===== src/rtl/lslf_pkg.sv =====
// ----------------------------------------------------------------------------
// Least-squares line fit package
// Shared sizes, the cluster summary type and the state codes of the fit unit.
// ----------------------------------------------------------------------------
package lslf_pkg;

  // Block configuration.
  localparam int MAX_POINTS  = 4096;
  localparam int COORD_BITS  = 16;
  localparam int FRAC_BITS   = 16;
  localparam int OUT_W       = 48;
  localparam int QUEUE_DEPTH = 2;

  // Derived widths.
  localparam int CNT_W  = $clog2(MAX_POINTS + 1);
  localparam int SUM_W  = COORD_BITS + CNT_W;
  localparam int ACC_W  = 2 * COORD_BITS + CNT_W;
  localparam int V_W    = 2 * COORD_BITS + 2 * CNT_W + 1;
  localparam int P_W    = 2 * V_W;
  localparam int DVD_W  = P_W + FRAC_BITS;
  localparam int MCNT_W = $clog2(V_W + 1);
  localparam int DCNT_W = $clog2(DVD_W + 1);
  localparam int QPTR_W = $clog2(QUEUE_DEPTH);
  localparam int QCNT_W = $clog2(QUEUE_DEPTH + 1);

  // Minus one in the output fixed-point format.
  localparam logic [OUT_W-1:0] NEG_ONE = ~(OUT_W'(1) << FRAC_BITS) + OUT_W'(1);

  // Saturation limits of the output.
  localparam logic [DVD_W-1:0] SAT_NEG_MAG = DVD_W'(1) << (OUT_W - 1);
  localparam logic [DVD_W-1:0] SAT_POS_MAG = (DVD_W'(1) << (OUT_W - 1)) - DVD_W'(1);
  localparam logic [OUT_W-1:0] SAT_NEG     = OUT_W'(1) << (OUT_W - 1);
  localparam logic [OUT_W-1:0] SAT_POS     = (OUT_W'(1) << (OUT_W - 1)) - OUT_W'(1);

  // Summary of one finished cluster, handed from front to back.
  typedef struct packed {
    logic [CNT_W-1:0]        n;
    logic signed [SUM_W-1:0] sx;
    logic signed [SUM_W-1:0] sy;
    logic signed [ACC_W-1:0] sxx;
    logic signed [ACC_W-1:0] syy;
    logic signed [ACC_W-1:0] sxy;
    logic                    dropped;
  } snap_t;

  // Product steps of the solve sequence.
  typedef enum logic [3:0] {
    ST_N_SXX,
    ST_SX_SX,
    ST_N_SYY,
    ST_SY_SY,
    ST_N_SXY,
    ST_SX_SY,
    ST_VX_VY,
    ST_CV_CV,
    ST_CN_HI,
    ST_CN_LO
  } step_t;

  typedef enum logic [2:0] {
    BK_IDLE,
    BK_MSTART,
    BK_MWAIT,
    BK_DECIDE,
    BK_DSTART,
    BK_DWAIT,
    BK_OUT
  } bk_state_t;

  typedef enum logic [1:0] {
    MU_IDLE,
    MU_RUN,
    MU_NEG,
    MU_DONE
  } mu_state_t;

  typedef enum logic [2:0] {
    DV_IDLE,
    DV_RUN,
    DV_ROUND,
    DV_SAT,
    DV_DONE
  } dv_state_t;

endpackage


===== src/rtl/lslf_queue.sv =====
// ----------------------------------------------------------------------------
// Least-squares line fit summary queue
// Short first-in first-out store of cluster summaries between front and back.
// ----------------------------------------------------------------------------
module lslf_queue (
  input  logic            clk,
  input  logic            rst,
  input  logic            push,
  input  lslf_pkg::snap_t din,
  input  logic            pop,
  output lslf_pkg::snap_t dout,
  output logic            full,
  output logic            empty
);
  import lslf_pkg::*;

  snap_t             slots [QUEUE_DEPTH];
  logic [QPTR_W-1:0] wr_ptr, rd_ptr;
  logic [QCNT_W-1:0] count;

  assign full  = count == QCNT_W'(QUEUE_DEPTH);
  assign empty = count == '0;
  assign dout  = slots[rd_ptr];

  // Pointers and fill count.
  always_ff @(posedge clk) begin
    if (rst) begin
      wr_ptr <= '0;
      rd_ptr <= '0;
      count  <= '0;
    end else begin
      if (push) wr_ptr <= wr_ptr + QPTR_W'(1);
      if (pop)  rd_ptr <= rd_ptr + QPTR_W'(1);
      if (push && !pop)      count <= count + QCNT_W'(1);
      else if (pop && !push) count <= count - QCNT_W'(1);
    end
  end

  // Storage.
  always_ff @(posedge clk) begin
    if (push) slots[wr_ptr] <= din;
  end

endmodule


===== config.mk =====
export PLATFORM = sky130hd
export DESIGN_NAME = lslf_queue
export DESIGN_NICKNAME = d
export VERILOG_FILES = /design/src/rtl/lslf_pkg.sv /design/src/rtl/lslf_queue.sv
export SDC_FILE = /design/constraint.sdc
export NUM_CORES = 1
export LEC_CHECK = 0
export BUFFER_PORTS_ARGS = -buffer_cell sky130_fd_sc_hd__buf_4
export CAP_MARGIN = 20
export CORE_MARGIN = 10
export CORE_UTILIZATION = 56
export CTS_BUF_LIST = sky130_fd_sc_hd__clkbuf_16
export DETAILED_ROUTE_END_ITERATION = 12
export GPL_TIMING_DRIVEN = 0
export PLACE_DENSITY_LB_ADDON = 0.3
export SYNTH_ARGS = -nofsm -noshare
export SYNTH_HDL_FRONTEND = slang
export SYNTH_SLANG_ARGS = --single-unit

===== constraint.sdc =====
create_clock -name clk -period 21 [get_ports clk]
set_input_delay 2.1 -clock clk [delete_from_list [all_inputs] [get_ports clk]]
set_output_delay 2.1 -clock clk [all_outputs]
set_load 0.05 [all_outputs]

==> flow_summary.toml <==
[min_path]
holdPathEnd = "count[1]"
min_from = "count[1]"
hold_depth = 2
min_path_type = "reg -> reg"

[yosys]
ys_seq_elements = 419
synth_warnings = 0
async_reset_ff_frac = 0
yosysTopAreaCell = "edfxtp_1"
synth_most_common_cell = "edfxtp_1"
synth.avg_cell_area_um2 = 23.5
yosys-top-cells-count = "414 x edfxtp_1, 130 x mux2_4, 77 x mux2_2"
ys_seq_area_frac = 0.800
netlist_top_cells_area = "edfxtp_1 79%, mux2_4 12%, mux2_2 5.5%, buf_6 1.1%, dfxtp_1 0.64%"
synth-edff-count = 414
syn_area_mm2 = 0.0157
synth.distinct_cells = 16
syn_nets = 878
syn_inst = 666
yosysTopAreaCellShare = 0.793
synthFlopType = "edfxtp_1"

[timing]
worst_pin_slew_ns = 0.652
holdWs_ns = 0.520
fin_crit_ns = 4.04
skew_ns = 0.0115
slew_viol_final = 0
max_freq_mhz = 248
finalHoldViolations = 0
relSlewSlack = 0.565
setup_tns_ns = 0
setup_viol = 0
post-route-period-util = 0.192
rsz0062_at_grt = "false"

[global_route]
grt-ovfl-total = 0
grt_pass1_vias = 8608
grt_pass1_wl_um = 52600
grt_max_degree = 63
track_usage = 0.197
antenna_found_initial = 4

[power_and_ir_drop]
clockPowerShare = 0.331
power.density_cell_area_mw_per_mm2 = 101
vdd_drop_max_mv = 0.0825
power_switching_mw = 0.558
p_leak_nw = 8.17
pwr-share-comb = 0.198
power_frac_seq = 0.471
p_int_mw = 1.54
p_sw_frac = 0.266

[cts]
cts.path.max_buffers = 3
ctsResizeCount = 0
numClockSinks = 419
root_buffer = "clkbuf_16"
clk_pin_slew_ns = 0.06
post_cts_buffers = 0
cts_tree = "done"
cts_max_level = 2
clock_latency_ns = 0.52
cts_hold_buffers = 0
cts_buffers = 42

[die]
rows = 61
core_mm2 = 0.0277
start_util = 0.566
die-area_mm2 = 0.0351
boundaryPins = 420
die_y_um = 187
die_w_um = 187

[cells_and_area]
layout.nets = 1352
area_delta_synth_final_pct = 33.2
drive_gt1_frac = 0.611
stdcell_count = 1552

[critical_path]
timing.rr.end = "slots[0][172]"
cp_max_fo = 10
start_kind = "register"
crit_type = "reg -> out"
required_ns = 18.90
ff2ff_path_depth = 4
ff2ff_setup_slack_ns = 19.08
rr_startpoint = "wr_ptr"
endpoint_kind = "output port"
critPathArrivalTime_ns = 1.94

[drt]
vias = 7893
highest_layer = "met4"
drt_iter0_markers = 414
ant_nets = 0
wl_met3_um = 3840
drc_errors = 0
drt_wl_total_um = 35900
dr_wl_met2_um = 19300
drt-pass1-iter-count = 4
drt-met1-wl_um = 11900
routedWlPerCell_um = 23.2
routed_via_density = 5.09

[placement]
dp_hpwl_um = 26100
io_buffers = 419
place_congestion = 0.760
dp_cells = 1474

[run]
maxCapViolCount = 0

[run_status]
run_status = "complete, no violations"
area by class of cell:
class	count	area [um2]
antenna	4	10.0
buffer	23	215
clock buffer	45	1130
clock inverter	29	171
fill	1615	6830
inverter	1	3.75
multi-input combinational	223	2930
sequential	419	12500
tap	378	473
timing repair buffer	430	3410
how the worst max path moves through the flow:
| stage | start | endpoint | slack, ns | depth (start not counted) |
|---|---|---|---|---|
| 6_report | register | dout[74] | 16.96 | 5 |
| 5_1_grt | register | dout[108] | 16.86 | 5 |
| 4_1_cts | register | dout[111] | 16.91 | 5 |
| 3_5_place_dp | push | slots[0][123] | 17.21 | 5 |
| 3_3_place_gp | push | slots[0][146] | 3.63 | 2 |
| 2_1_floorplan | push | slots[0][0] | 9.17 | 1 |
cell families after synthesis:
group                    synth area share
XOR/XNOR                          0.00224
multiplexers                        0.180
flip-flops                          0.800
AND/OR/NAND/NOR                   0.00279
buffers and inverters              0.0140
adder cells (fa/ha/maj)          0.000798
AO/OA/AOI/OAI                    0.000638
critical path, cell delays in order, from the launching register on:
cell     delay [ns]
dfxtp_1        0.32
buf_6          0.15
buf_6          0.20
buf_6          0.21
mux2_4         0.33
buf_4          0.19
layer usage:
metal	vias to the layer above	GRT usage
met2	320	0.357
li1	3612	-
met3	48	0.0912
met5	-	0
met4	0	0.0639
met1	3913	0.194
state kept, by name, indices dropped and copies added (netlist names), named ones only:
name,cells
slots,414
rd_ptr,1
wr_ptr,1
count,2
stage by stage:
stage	instance area, um2	setup WS (ns)	power (mW)	util
4_1_cts	20900	16.91	2.12	0.753
6_report	20900	16.96	2.10	0.753
2_1_floorplan	15700	9.17	1.29	-
3_5_place_dp	19600	17.21	1.42	0.706
3_3_place_gp	19300	3.63	1.43	0.696
5_1_grt	20900	16.86	2.17	0.753
placed cells by master, fill, tap and decap left out:
master	netlist	layout
diode_2	0	4
mux2_4	130	130
bufinv_16	0	2
buf_16	0	6
clkinvlp_4	0	1
or3_1	1	1
mux2_2	77	77
xor2_1	2	2
nor2_1	5	5
dfxtp_1	5	5
nor2b_1	2	1
inv_1	1	8
a21oi_1	1	1
buf_4	0	419
clkinv_1	0	14
ha_1	1	1
xnor2_1	2	2
nor2b_4	0	1
clkbuf_16	0	45
buf_12	0	5
edfxtp_1	414	414
buf_2	7	7
o21ai_0	1	1
clkinv_2	0	5
buf_6	16	16
and2_4	0	1
power by group through the flow:
stage          registers, mW  logic, mW  clock network (mW)
6_report               0.989      0.415               0.694
5_1_grt                0.993      0.432               0.744
2_1_floorplan           1.02      0.277                   0
4_1_cts                0.989      0.420               0.710
3_3_place_gp            1.03      0.404                   0
3_5_place_dp            1.01      0.418                   0
(Power assumes the default switching activity.)
