### src/rtl/lslf_pkg.sv
// ----------------------------------------------------------------------------
// Least-squares line fit package
// Shared sizes, the cluster summary type and the state codes of the fit unit.
// ----------------------------------------------------------------------------
package lslf_pkg;

  // Block configuration.
  localparam int MAX_POINTS  = 4096;
  localparam int COORD_BITS  = 16;
  localparam int FRAC_BITS   = 16;
  localparam int OUT_W       = 48;
  localparam int QUEUE_DEPTH = 2;

  // Derived widths.
  localparam int CNT_W  = $clog2(MAX_POINTS + 1);
  localparam int SUM_W  = COORD_BITS + CNT_W;
  localparam int ACC_W  = 2 * COORD_BITS + CNT_W;
  localparam int V_W    = 2 * COORD_BITS + 2 * CNT_W + 1;
  localparam int P_W    = 2 * V_W;
  localparam int DVD_W  = P_W + FRAC_BITS;
  localparam int MCNT_W = $clog2(V_W + 1);
  localparam int DCNT_W = $clog2(DVD_W + 1);
  localparam int QPTR_W = $clog2(QUEUE_DEPTH);
  localparam int QCNT_W = $clog2(QUEUE_DEPTH + 1);

  // Minus one in the output fixed-point format.
  localparam logic [OUT_W-1:0] NEG_ONE = ~(OUT_W'(1) << FRAC_BITS) + OUT_W'(1);

  // Saturation limits of the output.
  localparam logic [DVD_W-1:0] SAT_NEG_MAG = DVD_W'(1) << (OUT_W - 1);
  localparam logic [DVD_W-1:0] SAT_POS_MAG = (DVD_W'(1) << (OUT_W - 1)) - DVD_W'(1);
  localparam logic [OUT_W-1:0] SAT_NEG     = OUT_W'(1) << (OUT_W - 1);
  localparam logic [OUT_W-1:0] SAT_POS     = (OUT_W'(1) << (OUT_W - 1)) - OUT_W'(1);

  // Summary of one finished cluster, handed from front to back.
  typedef struct packed {
    logic [CNT_W-1:0]        n;
    logic signed [SUM_W-1:0] sx;
    logic signed [SUM_W-1:0] sy;
    logic signed [ACC_W-1:0] sxx;
    logic signed [ACC_W-1:0] syy;
    logic signed [ACC_W-1:0] sxy;
    logic                    dropped;
  } snap_t;

  // Product steps of the solve sequence.
  typedef enum logic [3:0] {
    ST_N_SXX,
    ST_SX_SX,
    ST_N_SYY,
    ST_SY_SY,
    ST_N_SXY,
    ST_SX_SY,
    ST_VX_VY,
    ST_CV_CV,
    ST_CN_HI,
    ST_CN_LO
  } step_t;

  typedef enum logic [2:0] {
    BK_IDLE,
    BK_MSTART,
    BK_MWAIT,
    BK_DECIDE,
    BK_DSTART,
    BK_DWAIT,
    BK_OUT
  } bk_state_t;

  typedef enum logic [1:0] {
    MU_IDLE,
    MU_RUN,
    MU_NEG,
    MU_DONE
  } mu_state_t;

  typedef enum logic [2:0] {
    DV_IDLE,
    DV_RUN,
    DV_ROUND,
    DV_SAT,
    DV_DONE
  } dv_state_t;

endpackage

### src/rtl/lslf_front.sv
// ----------------------------------------------------------------------------
// Least-squares line fit front end
// Accumulates point count and moment sums, and hands a cluster summary on.
// ----------------------------------------------------------------------------
module lslf_front (
  input  logic                                 clk,
  input  logic                                 rst,
  input  logic                                 in_valid,
  output logic                                 in_stall,
  input  logic signed [lslf_pkg::COORD_BITS-1:0] x_coord,
  input  logic signed [lslf_pkg::COORD_BITS-1:0] y_coord,
  input  logic                                 last_point,
  output logic                                 push,
  output lslf_pkg::snap_t                      push_data,
  input  logic                                 q_full
);
  import lslf_pkg::*;

  logic [CNT_W-1:0]        point_count;
  logic signed [SUM_W-1:0] sum_x, sum_y;
  logic signed [ACC_W-1:0] sum_xx, sum_yy, sum_xy;
  logic                    dropped_flag;
  logic                    accept, room;
  logic signed [2*COORD_BITS-1:0] pxx, pyy, pxy;
  snap_t                   acc_next;

  // A request is taken whenever the queue has a free slot.
  assign in_stall = q_full;
  assign accept   = in_valid && !q_full;
  assign room     = point_count < CNT_W'(MAX_POINTS);

  // Point products.
  assign pxx = x_coord * x_coord;
  assign pyy = y_coord * y_coord;
  assign pxy = x_coord * y_coord;

  // Sums after this point.
  always_comb begin
    acc_next.n       = point_count;
    acc_next.sx      = sum_x;
    acc_next.sy      = sum_y;
    acc_next.sxx     = sum_xx;
    acc_next.syy     = sum_yy;
    acc_next.sxy     = sum_xy;
    acc_next.dropped = dropped_flag;
    if (room) begin
      acc_next.n   = point_count + CNT_W'(1);
      acc_next.sx  = sum_x + SUM_W'(x_coord);
      acc_next.sy  = sum_y + SUM_W'(y_coord);
      acc_next.sxx = sum_xx + ACC_W'(pxx);
      acc_next.syy = sum_yy + ACC_W'(pyy);
      acc_next.sxy = sum_xy + ACC_W'(pxy);
    end else begin
      acc_next.dropped = 1'b1;
    end
  end

  assign push      = accept && last_point;
  assign push_data = acc_next;

  // Accumulator registers, cleared once a cluster is handed on.
  always_ff @(posedge clk) begin
    if (rst || push) begin
      point_count  <= '0;
      sum_x        <= '0;
      sum_y        <= '0;
      sum_xx       <= '0;
      sum_yy       <= '0;
      sum_xy       <= '0;
      dropped_flag <= 1'b0;
    end else if (accept) begin
      point_count  <= acc_next.n;
      sum_x        <= acc_next.sx;
      sum_y        <= acc_next.sy;
      sum_xx       <= acc_next.sxx;
      sum_yy       <= acc_next.syy;
      sum_xy       <= acc_next.sxy;
      dropped_flag <= acc_next.dropped;
    end
  end

endmodule

### config.mk
export PLATFORM = sky130hd
export DESIGN_NAME = lslf_front
export DESIGN_NICKNAME = d
export VERILOG_FILES = /design/src/rtl/lslf_pkg.sv /design/src/rtl/lslf_front.sv
export SDC_FILE = /design/constraint.sdc
export NUM_CORES = 2
export LEC_CHECK = 0
export BUFFER_PORTS_ARGS = -buffer_cell sky130_fd_sc_hd__buf_2
export CORE_ASPECT_RATIO = 1.4
export CORE_MARGIN = 2
export CORE_UTILIZATION = 60
export CTS_BUF_LIST = sky130_fd_sc_hd__clkbuf_16
export DETAILED_ROUTE_END_ITERATION = 7
export MAX_ROUTING_LAYER = met4
export PLACE_DENSITY = 0.78
export SYNTH_ARGS = -nofsm -noshare
export SYNTH_HDL_FRONTEND = slang
export SYNTH_SLANG_ARGS = --single-unit
### constraint.sdc
create_clock -name clk -period 10.9 [get_ports clk]
set_input_delay 1.635 -clock clk [delete_from_list [all_inputs] [get_ports clk]]
set_output_delay 1.635 -clock clk [all_outputs]
set_load 0.005 [all_outputs]
==> reports/summary.md <==
* via total after detailed routing: 39840
* die span in y: 344.1 µm
* outcome: finished, final reports clean
* final estimated routing congestion in global placement: 0.9697
* proportion of synthesized chip area in sequential cells: 0.08358
* Setup crit start kind: input port
* worst path arrival time: 8.93 ns
* number of nets in the finished design: 7443
* crit share post-route: 0.9694
* Std-Cell Rows: 124
* Wirelength per Cell: 18.64 µm
* antenna violations before repair: 7
* number of gates given a new drive strength after cts: 0
* endpoint required time on the critical path: 9.27 ns
* fraction of final layout cells sized beyond drive strength 1: 0.07929
* area growth from synthesis to layout: 7.023%
* number of search-and-repair iterations in the first detailed-routing pass: 7
* Worst Setup Path Type: in -> out
* clock network latency to the later pin of the worst-skew pair: 0.63 ns
* clock sink count: 207
* Cells on Worst Hold Path: 2
* Iteration-0 DRC Markers: 2367
* post-DR vias/cell: 5.647
* maximum clock path buffer count: 3
* RR Startpoint: sum_yy[15]
* headroom to the max-slew limit: 0.2538
* Post-synth EDFFs: 0
* gate count of the mapped netlist: 5803
* setup slack, reg-to-reg: 4.63 ns
* Worst Tran Pin Value: 1.091 ns
* mapped cell area: 49580 µm²
* die outline area: 84980 µm²
* H-Tree Depth: 1
* Reg2Reg Capture Point: sum_yy[41]
* grt total ovfl: 0
* routed wire length: 131500 µm
* clock root cell: sky130_fd_sc_hd__clkbuf_16
* clock slew at the register clock pins of the worst setup and hold paths: 0.05 ns
* synth unique cells: 81
* largest fanout of any net on the critical path: 20
* multi-input logic area: 39700 µm²
* standard cell with the maximum stage delay on the critical path: sky130_fd_sc_hd__fa_1
* worst reg-to-reg path cell count: 21
* Most used DFF post-synth: sky130_fd_sc_hd__dfxtp_1
* final hold violations: 0
* setup violation total in the final timing report: 0
* maximum number of pins on one net before global-route repair: 206
* hold path endpoint: dropped_flag
* worst clock skew: 0.01904 ns
* number of nets with antenna violations after routing: 0
* hold wc startpoint: dropped_flag
* longest individual stage delay on the worst path: 0.59 ns
* initial core utilization: 0.6064
* minimum clock period: 10.57 ns
* number of buffers inserted to repair setup after CTS: 0
* number of ports placed on the die boundary: 246
* Total GRT Usage: 0.3294
* endpoint type of the worst setup path: output pin
* proportion of synthesized flip-flops having asynchronous set or reset: 0
* setup_tns: 0 ns
* cts hold-fix bufs: 0
* number of global-route vias before repair: 41670
* max-slew violation count: 0
* DR DRC count: 0
* wire length of the first global-routing pass: 212000 µm
* half-perimeter wire length after detailed placement: 106300 µm
* number of buffers and inverters on the critical path: 7
* Syn. warnings: 0
* path type of the worst min-delay path: reg -> reg
* gate family responsible for the most delay along the worst path: adder cells
* Num CTS Buffers: 29
* post-synthesis sequential element count: 207
* max_cap viols: 0
* mean instance size in the synthesized netlist: 8.544 µm²
* register area: 4148 µm²
* number of cells on the critical path: 26
* CTS tree: built
* die extent in x: 247.0 µm
* nets in the synthesized netlist: 7290
* most common cell type on the critical path: sky130_fd_sc_hd__fa_1
* highest attainable clock frequency: 0.09464 GHz
* number of buffers added on ports: 245
* area of the core: 81760 µm²
* fill cell instance count of the final layout: 6777
[stage by stage]
step	instance area (µm²)	cells	util	worst slack, ns	hold slack (ns)
after floorplan	49580	5803	-	0.5860	0.4293
after global placement	52150	6996	0.6378	0.4720	0.4424
after detailed placement	52150	6996	0.6378	0.3236	0.4580
after CTS	53020	7049	0.6485	0.2881	0.4722
after global routing	53060	7055	0.6490	-0.001940	0.4943
final	53060	7055	0.6490	0.3338	0.4694
[area by class of cell]
| cell class | count | area share |
|---|---|---|
| Multi-Input combinational cell | 4055 | 0.7482 |
| Inverter | 1315 | 0.09302 |
| Sequential cell | 207 | 0.07817 |
| Timing Repair Buffer | 348 | 0.03853 |
| Tap cell | 1071 | 0.02525 |
| Clock buffer | 29 | 0.01368 |
| Clock inverter | 24 | 0.002877 |
| Antenna cell | 6 | 0.0002830 |
[worst max-delay path by stage]
stage / start / endpoint / slack (ns)
floorplan: y_coord[15] / push_data[90] / 0.59
global placement: y_coord[1] / push_data[89] / 0.47
detailed placement: x_coord[15] / push_data[135] / 0.32
CTS: x_coord[15] / push_data[135] / 0.29
global route: x_coord[15] / push_data[45] / -0.002
finish: x_coord[8] / push_data[133] / 0.33
[state kept, by name (all words and copies together), names as in the netlist]
register / cells
sum_xy: 45
sum_yy: 45
dropped_flag: 1
point_count: 13
sum_xx: 45
sum_x: 29
sum_y: 29
[layer usage]
layer | GRT usage | vias to the layer above | part of all wire
met4 | 0.1630 | 0 | 0.059
met2 | 0.5593 | 1453 | 0.51
met1 | 0.3838 | 19860 | 0.37
li1 | - | 18110 | -
met5 | - | - | 0
met3 | 0.04458 | 414 | 0.068
[synthesized netlist by cell type (7+ instances only)]
master,instances,share of area
sky130_fd_sc_hd__a31oi_1,21,0.0026
sky130_fd_sc_hd__a21o_1,70,0.011
sky130_fd_sc_hd__nand2_1,663,0.050
sky130_fd_sc_hd__a21oi_1,249,0.025
sky130_fd_sc_hd__o21bai_1,26,0.0039
sky130_fd_sc_hd__xor2_1,94,0.017
sky130_fd_sc_hd__o31ai_1,22,0.0033
sky130_fd_sc_hd__mux2_2,20,0.0045
sky130_fd_sc_hd__a211o_1,7,0.0012
sky130_fd_sc_hd__clkbuf_1,201,0.015
sky130_fd_sc_hd__nand3_1,69,0.0070
sky130_fd_sc_hd__buf_1,22,0.0017
sky130_fd_sc_hd__or3_1,13,0.0016
sky130_fd_sc_hd__nor2b_1,25,0.0032
sky130_fd_sc_hd__o211ai_1,9,0.0014
sky130_fd_sc_hd__nor2_1,375,0.028
sky130_fd_sc_hd__a211oi_1,31,0.0047
sky130_fd_sc_hd__nand2b_1,30,0.0038
sky130_fd_sc_hd__and3_1,18,0.0023
sky130_fd_sc_hd__ha_1,468,0.12
sky130_fd_sc_hd__xnor2_1,135,0.024
sky130_fd_sc_hd__a21boi_0,12,0.0018
sky130_fd_sc_hd__and2_1,189,0.024
sky130_fd_sc_hd__dfxtp_1,207,0.084
sky130_fd_sc_hd__or2_2,16,0.0020
sky130_fd_sc_hd__o21ai_1,7,0.00071
sky130_fd_sc_hd__nor3_1,74,0.0075
sky130_fd_sc_hd__o21a_1,23,0.0035
sky130_fd_sc_hd__a31o_2,20,0.0035
sky130_fd_sc_hd__nand4_1,19,0.0024
sky130_fd_sc_hd__clkinv_1,7,0.00053
sky130_fd_sc_hd__fa_1,982,0.40
sky130_fd_sc_hd__o21ai_0,282,0.028
sky130_fd_sc_hd__inv_1,1302,0.099
[cells by family (layout without fill, tap and decap cells)]
family / Yosys count / in the layout / share of synthesized area
AND/OR/NAND/NOR: 1508 / 1508 / 0.1348
multiplexers: 26 / 26 / 0.005754
XOR/XNOR: 229 / 229 / 0.04045
other: 0 / 6 / 0
buffers and inverters: 1541 / 1716 / 0.1168
adder cells (fa/ha/maj): 1450 / 1450 / 0.5146
flip-flops: 207 / 207 / 0.08358
AO/OA/AOI/OAI: 842 / 842 / 0.1040
[tightest hold or removal path, delay by kind of cell, from the launching register on]
family             cells  cell delay, ns
and+or+nand+nor        1            0.07
AOI/OAI and AO/OA      1            0.04
DFF                    1            0.33
[layout by cell type (no fill, tap or decap), types with 19 or more instances in the layout]
cell type                   count
sky130_fd_sc_hd__o21bai_1      26
sky130_fd_sc_hd__o21a_1        23
sky130_fd_sc_hd__o21ai_0      282
sky130_fd_sc_hd__mux2_2        20
sky130_fd_sc_hd__a211oi_1      31
sky130_fd_sc_hd__nand3_1       69
sky130_fd_sc_hd__a21oi_1      248
sky130_fd_sc_hd__fa_1         979
sky130_fd_sc_hd__nand2b_1      29
sky130_fd_sc_hd__buf_4        100
sky130_fd_sc_hd__xnor2_1      135
sky130_fd_sc_hd__inv_1       1308
sky130_fd_sc_hd__nand4_1       19
sky130_fd_sc_hd__xor2_1        94
sky130_fd_sc_hd__nor2b_1       24
sky130_fd_sc_hd__o31ai_1       22
sky130_fd_sc_hd__a31o_2        20
sky130_fd_sc_hd__ha_1         468
sky130_fd_sc_hd__clkbuf_16     29
sky130_fd_sc_hd__nand2_1      662
sky130_fd_sc_hd__buf_2        242
sky130_fd_sc_hd__dfxtp_1      206
sky130_fd_sc_hd__a21o_1        70
sky130_fd_sc_hd__nor2_1       372
sky130_fd_sc_hd__nor3_1        74
sky130_fd_sc_hd__and2_1       189
sky130_fd_sc_hd__a31oi_1       21
Power is left out: the tool's default activity adds up to more than one toggle a clock period on the data nets, which glitch-free logic cannot reach.
